`config.mk`:
```
export PLATFORM = sky130hd
export DESIGN_NAME = lbbt_ram
export DESIGN_NICKNAME = d
export VERILOG_FILES = /design/src/hdl/label_bounding_box_tracker_unit_assert.svh /design/src/hdl/lbbt_ram.sv
export SDC_FILE = /design/constraint.sdc
export NUM_CORES = 2
export LEC_CHECK = 0
export BUFFER_PORTS_ARGS = -buffer_cell sky130_fd_sc_hd__buf_2
export CORE_ASPECT_RATIO = 1.2
export CORE_MARGIN = 4
export CORE_UTILIZATION = 44
export CTS_CLUSTER_SIZE = 14
export DETAILED_ROUTE_END_ITERATION = 8
export PLACE_DENSITY = 0.62
export SKIP_LAST_GASP = 1
export SLEW_MARGIN = 30
export SYNTH_ARGS = -nofsm -noshare
export SYNTH_HDL_FRONTEND = slang
export SYNTH_SLANG_ARGS = --single-unit
```
`constraint.sdc`:
```
create_clock -name i_clk -period 6.7 [get_ports i_clk]
set_clock_uncertainty 0.1 [all_clocks]
set_input_delay 0.67 -clock i_clk [delete_from_list [all_inputs] [get_ports i_clk]]
set_output_delay 0.67 -clock i_clk [all_outputs]
set_load 0.02 [all_outputs]
```
`src/hdl/label_bounding_box_tracker_unit_assert.svh`:
```
// Assertion macros for the label bounding box tracker.
`ifndef LABEL_BOUNDING_BOX_TRACKER_UNIT_ASSERT_SVH
`define LABEL_BOUNDING_BOX_TRACKER_UNIT_ASSERT_SVH

// Concurrent assertion on an explicit clock and active-low reset.
`define LBBT_ASSERT_CLK(lbl, clk, rst_n, prop, msg) \
    lbl: assert property (@(posedge clk) disable iff (!rst_n) prop) else $error(msg);

// Concurrent assertion on the block clock and reset.
`define LBBT_ASSERT(lbl, prop, msg) \
    `LBBT_ASSERT_CLK(lbl, i_clk, i_rst_n, prop, msg)

`endif

```
`src/hdl/lbbt_ram.sv`:
```
// Generic simple dual-port RAM with registered read.
module lbbt_ram #(
    parameter int WIDTH = 60,
    parameter int DEPTH = 64
) (
    input  logic                     i_clk,
    input  logic                     i_wr_en,
    input  logic [$clog2(DEPTH)-1:0] i_wr_addr,
    input  logic [WIDTH-1:0]         i_wr_data,
    input  logic [$clog2(DEPTH)-1:0] i_rd_addr,
    output logic [WIDTH-1:0]         o_rd_data
);

    logic [WIDTH-1:0] r_mem [DEPTH];
    logic [WIDTH-1:0] r_rd_data;

    always_ff @(posedge i_clk) begin
        if (i_wr_en) begin
            r_mem[i_wr_addr] <= i_wr_data;
        end
        r_rd_data <= r_mem[i_rd_addr];
    end

    assign o_rd_data = r_rd_data;

endmodule

```
==> reports/qor.txt <==
Required time of the worst setup path: 7400 ps
Leakage Power: 51.30 nW
Per-cell routed wire length: 37.00 um
Slowest Stage Delay on Critical Path: 580 ps
# fillers: 25.72k
Async SR Flop Fraction: 0
Drt drc: 0
HPWL Detailed: 216,700 um
RSZ-0062 raised after global routing: false
Vias: 70.84k
Max-cap violations: 0
Fraction of synthesized cell area in xor and xnor cells: 0
CTS resizes: 0
CTS tree: done
Worst Setup Start Kind: primary input
Syn Std Cell Area: 146,500 um2
First-pass GRT wire length: 574,500 um
Internal power: 0.04013 W
Top Ports: 134
Critical path endpoint category: register
Port Buffers: 133
Tmin final: 3225 ps
Root Buffer: clkbuf_16
Crit path arrival time: 3920 ps
Mux cell area share after synthesis: 0.1678
Critical path cell sequence: buf_12, buf_4, buf_4, mux4_2, o221ai_1, a21oi_1, a21oi_1, nor2_1
R2r endpoint: o_rd_data[41]
Commonest non-fill, non-tap cells in the layout: 3,840 x edfxtp_1, 1,040 x mux4_2, 385 x clkbuf_16
Grt ovf: 0
Tightest Pin Transition: 1027 ps
Pin count of the biggest net entering global routing: 117
Vias in the first global route: 70.75k
Syn_area_per_cell: 24.05 um2
Final Slew Violations: 0
Initial core utilization: 0.4431
Fraction of layout cells with a size suffix above 1: 0.3077
Mapped Nets: 6,167
Setup TNS: 0 ps
Buf/Inv on CP: 3
Cell count of the worst reg-to-reg path: 4
Rows: 231
Setup slack after layout: 3475 ps
Global-route usage over all layers: 0.2407
Peak Freq: 310.1 MHz
Synth cell types: 36
Sequential power share: 0.535
Final Hold Viols: 0
Final instance area: 166,600 um2
Core footprint: 330,600 um2
Top cell type's share of synthesized area: 0.7870
Most used DFF post-synth: edfxtp_1
Cell family with most CP delay: buffers and inverters
Adder-Cell Fraction of Synth Area: 0
Top post-synthesis cells by area: edfxtp_1 79%, mux4_2 16%, dfxtp_1 0.82%
Largest family of logic cells by synthesized area: multiplexers
Synth Area in Compound Gates: 0.01757
Vias per cell: 6.315
Chip Height: 640.1 um
GP Congestion: 0.7671
RR Startpoint: r_mem[19][41]
Die X-Extent: 534.8 um
Post-layout util: 0.5039
Status: finished clean
Sequential-to-total area share from yosys stat: 0.7952
Initial DRC count: 10.18k
Min-Delay Endpoint: r_mem[0][19]
Worst slack at placement: 2469 ps
Die area: 342,300 um2
Hold Buf Count CTS: 0
Slew HR: 0.3153
Final setup violation count: 0
Hold_sp: i_wr_data[19]
Max FO, Critical Path: 84
Clock H-tree levels: 5
Synth Instances: 6,093
Synthesized flop and latch total: 3,900
Clock transition at path regs: 70 ps
Number of synthesized flops with an enable pin: 3,840
Overall power: 0.05075 W
Hold path depth: 1
CTS buffer count: 375
Pwr/cell area: 304.6 nW/um2
Clk pwr share: 0.418
Area after DPL: 154,200 um2
Largest area contributor in the netlist: edfxtp_1
Initial antenna violation count: 40
Peak supply drop: 0.0001926 V
Simple-Gate Fraction of Synth Area: 0.008668
Sw frac: 0.2094
Commonest non-fill, non-tap cell in the layout: edfxtp_1
Clk Latency, worst-skew pair: 930 ps
Crit Path Class: primary input to register
Sink Count: 3,900
Layout Nets: 6,549
Post-Route WL: 415,100 um
Min-delay worst type: primary input to register
Reg2Reg Setup Slack: 4590 ps
ANT nets after route: 0
TritonRoute pass-1 iters: 5
Layout area overhead: 13.73%
Logic pwr share: 0.047
Post-route clock period utilization: 0.4813
Max clock buf depth: 4
Synthesis warning total: 0
Slowest CP cell: buf_4
Net switching power: 0.01063 W
Setup Buffers After CTS: 0
worst max-delay path by stage:
stage	from	endpoint	depth (start not counted)
after floorplan	i_wr_addr[3]	r_mem[48][0]	4
after global placement	i_rd_addr[0]	o_rd_data[59]	8
after detailed placement	i_rd_addr[0]	o_rd_data[59]	8
after CTS	i_rd_addr[0]	o_rd_data[59]	8
after global routing	i_rd_addr[0]	o_rd_data[59]	8
final	i_rd_addr[0]	o_rd_data[59]	8
sequential cells by signal, summed over array words and instances, names as in the netlist:
signal,count
o_rd_data,60
r_mem,3840
power by group through the flow:
stage / Clock (W) / Combinational, W / Sequential (W)
2_1_floorplan: 0 / 0.00129 / 0.0276
5_1_grt: 0.0225 / 0.00253 / 0.0271
3_3_place_gp: 0 / 0.00236 / 0.0277
6_report: 0.0212 / 0.00239 / 0.0271
3_5_place_dp: 0 / 0.00240 / 0.0277
4_1_cts: 0.0215 / 0.00241 / 0.0272
metal layers:
layer	GRT usage	vias to the layer above	wire length [um]
met2	0.3914	4064	203700
met4	0.08384	6	15550
met5	0	-	34
met3	0.04595	707	39750
li1	-	27110	-
met1	0.3284	38950	156000
final cells by class:
cell class / count / area [um2] / share of cell area
Timing Repair Buffer: 345 / 3331 / 0.01999
Antenna cell: 16 / 40.04 / 0.0002403
Clock inverter: 207 / 2079 / 0.01248
Multi-Input combinational cell: 1852 / 28960 / 0.1738
Clock buffer: 470 / 10150 / 0.06094
Sequential cell: 3900 / 116500 / 0.6993
Inverter: 1 / 8.758 / 0.00005256
Tap cell: 4427 / 5539 / 0.03324
cells in the mapped netlist (all sizes together) (12+ instances only):
cell,n
buf,170
o22ai,188
o221ai,59
a31oi,28
mux2i,51
nand2,68
mux4,1040
clkbuf,170
nor2,177
mux2,58
nor3,12
a21oi,74
o21ai,39
edfxtp,3840
dfxtp,60
logic make-up after synthesis:
family,Yosys count
AOI/OAI and AO/OA,402
muxes,1149
buffers and inverters,341
and+or+nand+nor,301
DFF,3900
per-stage QoR:
step           cells  hold slack (ps)
2_1_floorplan   6093            658.1
3_3_place_gp   10510            750.7
3_5_place_dp   10520            781.7
4_1_cts        11200            102.5
5_1_grt        11210            23.39
6_report       11220            34.44
No activity file was read; power rests on OpenSTA's default activity.
