$ cat src/hdl/label_bounding_box_tracker_unit_assert.svh
// Assertion macros for the label bounding box tracker.
`ifndef LABEL_BOUNDING_BOX_TRACKER_UNIT_ASSERT_SVH
`define LABEL_BOUNDING_BOX_TRACKER_UNIT_ASSERT_SVH

// Concurrent assertion on an explicit clock and active-low reset.
`define LBBT_ASSERT_CLK(lbl, clk, rst_n, prop, msg) \
    lbl: assert property (@(posedge clk) disable iff (!rst_n) prop) else $error(msg);

// Concurrent assertion on the block clock and reset.
`define LBBT_ASSERT(lbl, prop, msg) \
    `LBBT_ASSERT_CLK(lbl, i_clk, i_rst_n, prop, msg)

`endif

$ cat src/hdl/lbbt_pkg.sv
// Package: constants, types and label classification for the bounding box tracker.
package lbbt_pkg;

    localparam int LABELS_DEF     = 64;
    localparam int COORD_BITS_DEF = 10;
    localparam int LABEL_BITS     = 8;
    localparam int MASK_BITS      = 64;

    localparam logic MODE_SAMPLE = 1'b0;
    localparam logic MODE_QUERY  = 1'b1;

    typedef struct packed {
        logic wr_en;
        logic present;
    } t_upd_status;

    // Two-digit tooth number: tens 1..4, units 1..8.
    function automatic logic is_tooth(input logic [LABEL_BITS-1:0] lab);
        return (lab >= 8'd11 && lab <= 8'd18) || (lab >= 8'd21 && lab <= 8'd28) ||
               (lab >= 8'd31 && lab <= 8'd38) || (lab >= 8'd41 && lab <= 8'd48);
    endfunction

endpackage

$ cat src/hdl/lbbt_box_update.sv
// Box update logic: tracking check, box merge and query result selection.
module lbbt_box_update
    import lbbt_pkg::*;
#(
    parameter int LABELS     = LABELS_DEF,
    parameter int COORD_BITS = COORD_BITS_DEF
) (
    input  logic                    i_mode,
    input  logic [LABEL_BITS-1:0]   i_label,
    input  logic [COORD_BITS-1:0]   i_pos_x,
    input  logic [COORD_BITS-1:0]   i_pos_y,
    input  logic [COORD_BITS-1:0]   i_pos_z,
    input  logic [MASK_BITS-1:0]    i_mask,
    input  logic                    i_seen,
    input  logic [6*COORD_BITS-1:0] i_box,
    output logic [6*COORD_BITS-1:0] o_wr_data,
    output logic [6*COORD_BITS-1:0] o_box,
    output t_upd_status             o_status
);

    localparam int CB = COORD_BITS;

    logic                  w_in_range;
    logic                  w_tracked;
    logic                  w_seen;
    logic [CB-1:0]         w_pos [3];
    logic [CB-1:0]         w_min [3];
    logic [CB-1:0]         w_max [3];

    assign w_in_range = {1'b0, i_label} < (LABEL_BITS+1)'(LABELS);
    assign w_tracked  = w_in_range &&
                        (is_tooth(i_label) || (i_label[7:6] == 2'b00 && i_mask[i_label[5:0]]));
    assign w_seen     = w_in_range && i_seen;

    assign w_pos[0] = i_pos_x;
    assign w_pos[1] = i_pos_y;
    assign w_pos[2] = i_pos_z;

    always_comb begin
        for (int k = 0; k < 3; k++) begin
            w_min[k] = i_box[k*CB +: CB];
            w_max[k] = i_box[(k+3)*CB +: CB];
            if (!w_seen || w_pos[k] < w_min[k]) begin
                w_min[k] = w_pos[k];
            end
            if (!w_seen || w_pos[k] > w_max[k]) begin
                w_max[k] = w_pos[k];
            end
        end
        o_wr_data = {w_max[2], w_max[1], w_max[0], w_min[2], w_min[1], w_min[0]};
    end

    assign o_status.wr_en   = (i_mode == MODE_SAMPLE) && w_tracked;
    assign o_status.present = w_tracked && w_seen;
    assign o_box            = o_status.present ? i_box : '0;

endmodule
$ cat config.mk
export PLATFORM = sky130hd
export DESIGN_NAME = lbbt_box_update
export DESIGN_NICKNAME = d
export VERILOG_FILES = /design/src/hdl/label_bounding_box_tracker_unit_assert.svh /design/src/hdl/lbbt_pkg.sv /design/src/hdl/lbbt_box_update.sv
export SDC_FILE = /design/constraint.sdc
export NUM_CORES = 1
export LEC_CHECK = 0
export BUFFER_PORTS_ARGS = -buffer_cell sky130_fd_sc_hd__buf_2
export CORE_AREA = 2 2 112 114
export DETAILED_ROUTE_END_ITERATION = 12
export DIE_AREA = 0 0 114 116
export PLACE_DENSITY_LB_ADDON = 0.08
export SLEW_MARGIN = 25
export SYNTH_ARGS = -nofsm -noshare
export SYNTH_HDL_FRONTEND = slang
export SYNTH_SLANG_ARGS = --single-unit
export TNS_END_PERCENT = 30
$ cat constraint.sdc
create_clock -name vclk -period 2
set_input_delay 0.2 -clock vclk [all_inputs]
set_output_delay 0.2 -clock vclk [all_outputs]
set_load 0.05 [all_outputs]
==> results.ini <==
[detailed_routing]
dr.pass1.iters = 6
drcViolationCount = 0
vias = 4850
wl_um = 16300
drt_iter0_markers = 145
viasPerCell = 4.94
ant_nets = 0
wl_per_cell_um = 16.6

[synth]
synth_seq_area_share_pct = 0
syn_inst = 422
synth_cell_types = 46
syn-num-nets = 643
avgSynthCellArea_um2 = 8.21
yosysWarnings = 0
synth_area_um2 = 3460

[floorplan]
die_area_um2 = 13200
die_y_um = 116
fp.coreArea_um2 = 11900
ioPinCount = 286
initial_core_util_pct = 29.1
die_w_um = 114
row_count = 40

[timing]
period_share_pct = 116
tightest_slew_ns = 0.363
finalMaxSlewViolations = 0
slew_headroom_pct = 75.8
rsz0062_at_grt = true
period_minus_slack_ns = 2.31
fin_tns_setup_ns = -22.15
setup_ws_ns = -0.314
hold_viol = 0
max_freq_mhz = 432
setup_viol = 122
whs_ns = 0.686

[hold_path]
min_path_cells = 3
min_path_type = input port to output pin
whs_endpoint = o_status[1]
hp-start = i_mode

[place]
gp_congestion = 0.855
io_buffers = 286
place_hpwl_um = 12800
placedInstanceArea_um2 = 6470

[cells_and_area]
syn2layout_area_growth_pct = 126
nClkBuffers = 0
layout-drive-gt1-share_pct = 73.1
final_net_count = 1057
fin_util_pct = 65.7
seq_cell_count = 0
final_cell_area_um2 = 7820
seqCellArea_um2 = 0
n_antenna_cell = 0

[power]
p_per_area_nw_per_um2 = 290
p_total_uw = 2270
ir_drop_uv = 158
leakage_uw = 0.00395

[critical_path]
worstSetupPathType = input port to output pin
cp-end-kind = output pin
required_ns = 1.80
cp_max_fo = 6
arrival_ns = 2.11
critPathLaunchType = input port

[run_status]
status = finished with violations
violations = setup timing

[grt]
grt_pass1_wl_um = 24500
antenna_found_initial = 0
grt_overflow = 0
grt_pass1_vias = 5067
grt_max_degree = 30
grtUsageTotal_pct = 22.5

[job]
max_cap_viol_count = 0

## kinds of logic (layout without fill, tap and decap cells)
family / count (synthesis) / after routing / share of synthesized area [%]
multiplexers: 91 / 91 / 30.4
AO/OA/AOI/OAI: 80 / 80 / 16.8
adder cells (fa/ha/maj): 57 / 57 / 20.6
AND/OR/NAND/NOR: 110 / 110 / 21.2
XOR/XNOR: 1 / 1 / 0.253
buffers and inverters: 83 / 495 / 10.8
## cells in the final DEF (no fill, tap or decap), drive strengths merged, types with 5 or more instances in the layout
cell,n
nand2,14
and2,8
inv,66
o21ai,13
nor3,55
nor2,5
nand4,8
a2111oi,5
ha,57
mux2,61
nand3,5
buf,428
a211o,6
o21a,5
a21o,12
a21oi,19
nor2b,6
a22oi,6
mux2i,26
## power by group
group / internal (µW) / switching, µW
sequential: 0 / 0
combinational: 1020 / 1250
clock: 0 / 0
## repair_timing
| item | CTS | global route |
|---|---|---|
| setup endpoints to repair | 122 | 122 |
| pin swaps | 11 | 35 |
| hold endpoints to repair | 0 | 0 |
| buffers inserted | 10 | 5 |
| gates cloned | 5 | 1 |
| gates resized for setup | 249 | 83 |
| hold buffers | 0 | 0 |
## final cells by class
| cell class | count | area, µm² |
|---|---|---|
| Tap cell | 147 | 184 |
| Multi-Input combinational cell | 339 | 3850 |
| Inverter | 66 | 258 |
| Timing Repair Buffer | 429 | 3530 |
| Fill cell | 966 | 4090 |
## routing by layer
layer	share of wire, %	global-route usage [%]
met1	38	25.9
met2	55	44.8
met3	5.5	2.51
met4	1.7	4.23
met5	0	0
## how the worst max path moves through the flow
stage,startpoint,to,slack [ns],depth (start not counted)
3_5_place_dp,i_label[0],o_box[3],-0.67,10
4_1_cts,i_label[1],o_box[35],-0.36,13
5_1_grt,i_label[1],o_box[59],-0.39,12
3_3_place_gp,i_label[0],o_box[3],-0.60,10
2_1_floorplan,i_label[1],o_box[11],-0.23,10
6_report,i_box[53],o_wr_data[50],-0.31,11
## worst max-delay path, stage by stage
cell and delay (ns):
buf_2 0.09, inv_1 0.05, ha_1 0.29, a21o_1 0.18
a21o_1 0.17, a21oi_1 0.14, o211ai_1 0.12, a21oi_2 0.16
buf_4 0.17, mux2_2 0.34, buf_4 0.19
## cell usage after synthesis, types with 2 or more instances
master | number | area share (%)
a2111oi_0 | 5 | 1.3
a211o_1 | 6 | 1.5
a211oi_1 | 2 | 0.43
a21o_1 | 12 | 2.6
a21oi_1 | 17 | 2.5
a21oi_2 | 2 | 0.51
a22oi_1 | 6 | 1.3
and2_1 | 7 | 1.3
buf_2 | 2 | 0.29
buf_6 | 8 | 2.6
clkbuf_1 | 7 | 0.76
ha_1 | 57 | 21
inv_1 | 66 | 7.2
mux2_2 | 60 | 20
mux2i_1 | 26 | 7.5
mux4_1 | 3 | 2.3
nand2_1 | 14 | 1.5
nand2b_1 | 3 | 0.54
nand3_1 | 5 | 0.72
nand4_1 | 8 | 1.4
nor2_1 | 5 | 0.54
nor2b_1 | 5 | 0.90
nor3_1 | 24 | 3.5
nor3_2 | 30 | 8.7
o2111ai_1 | 3 | 0.76
o211ai_1 | 2 | 0.43
o21a_1 | 5 | 1.1
o21ai_0 | 10 | 1.4
o21ai_2 | 3 | 0.76
o221ai_1 | 2 | 0.51
or3_1 | 2 | 0.36
## stage by stage
step | setup WS (ns) | instances
floorplan | -0.233 | 422
global placement | -0.603 | 964
detailed placement | -0.672 | 964
CTS | -0.359 | 979
global route | -0.393 | 981
finish | -0.314 | 981
Note: power is estimated with default switching activity, not from simulation.
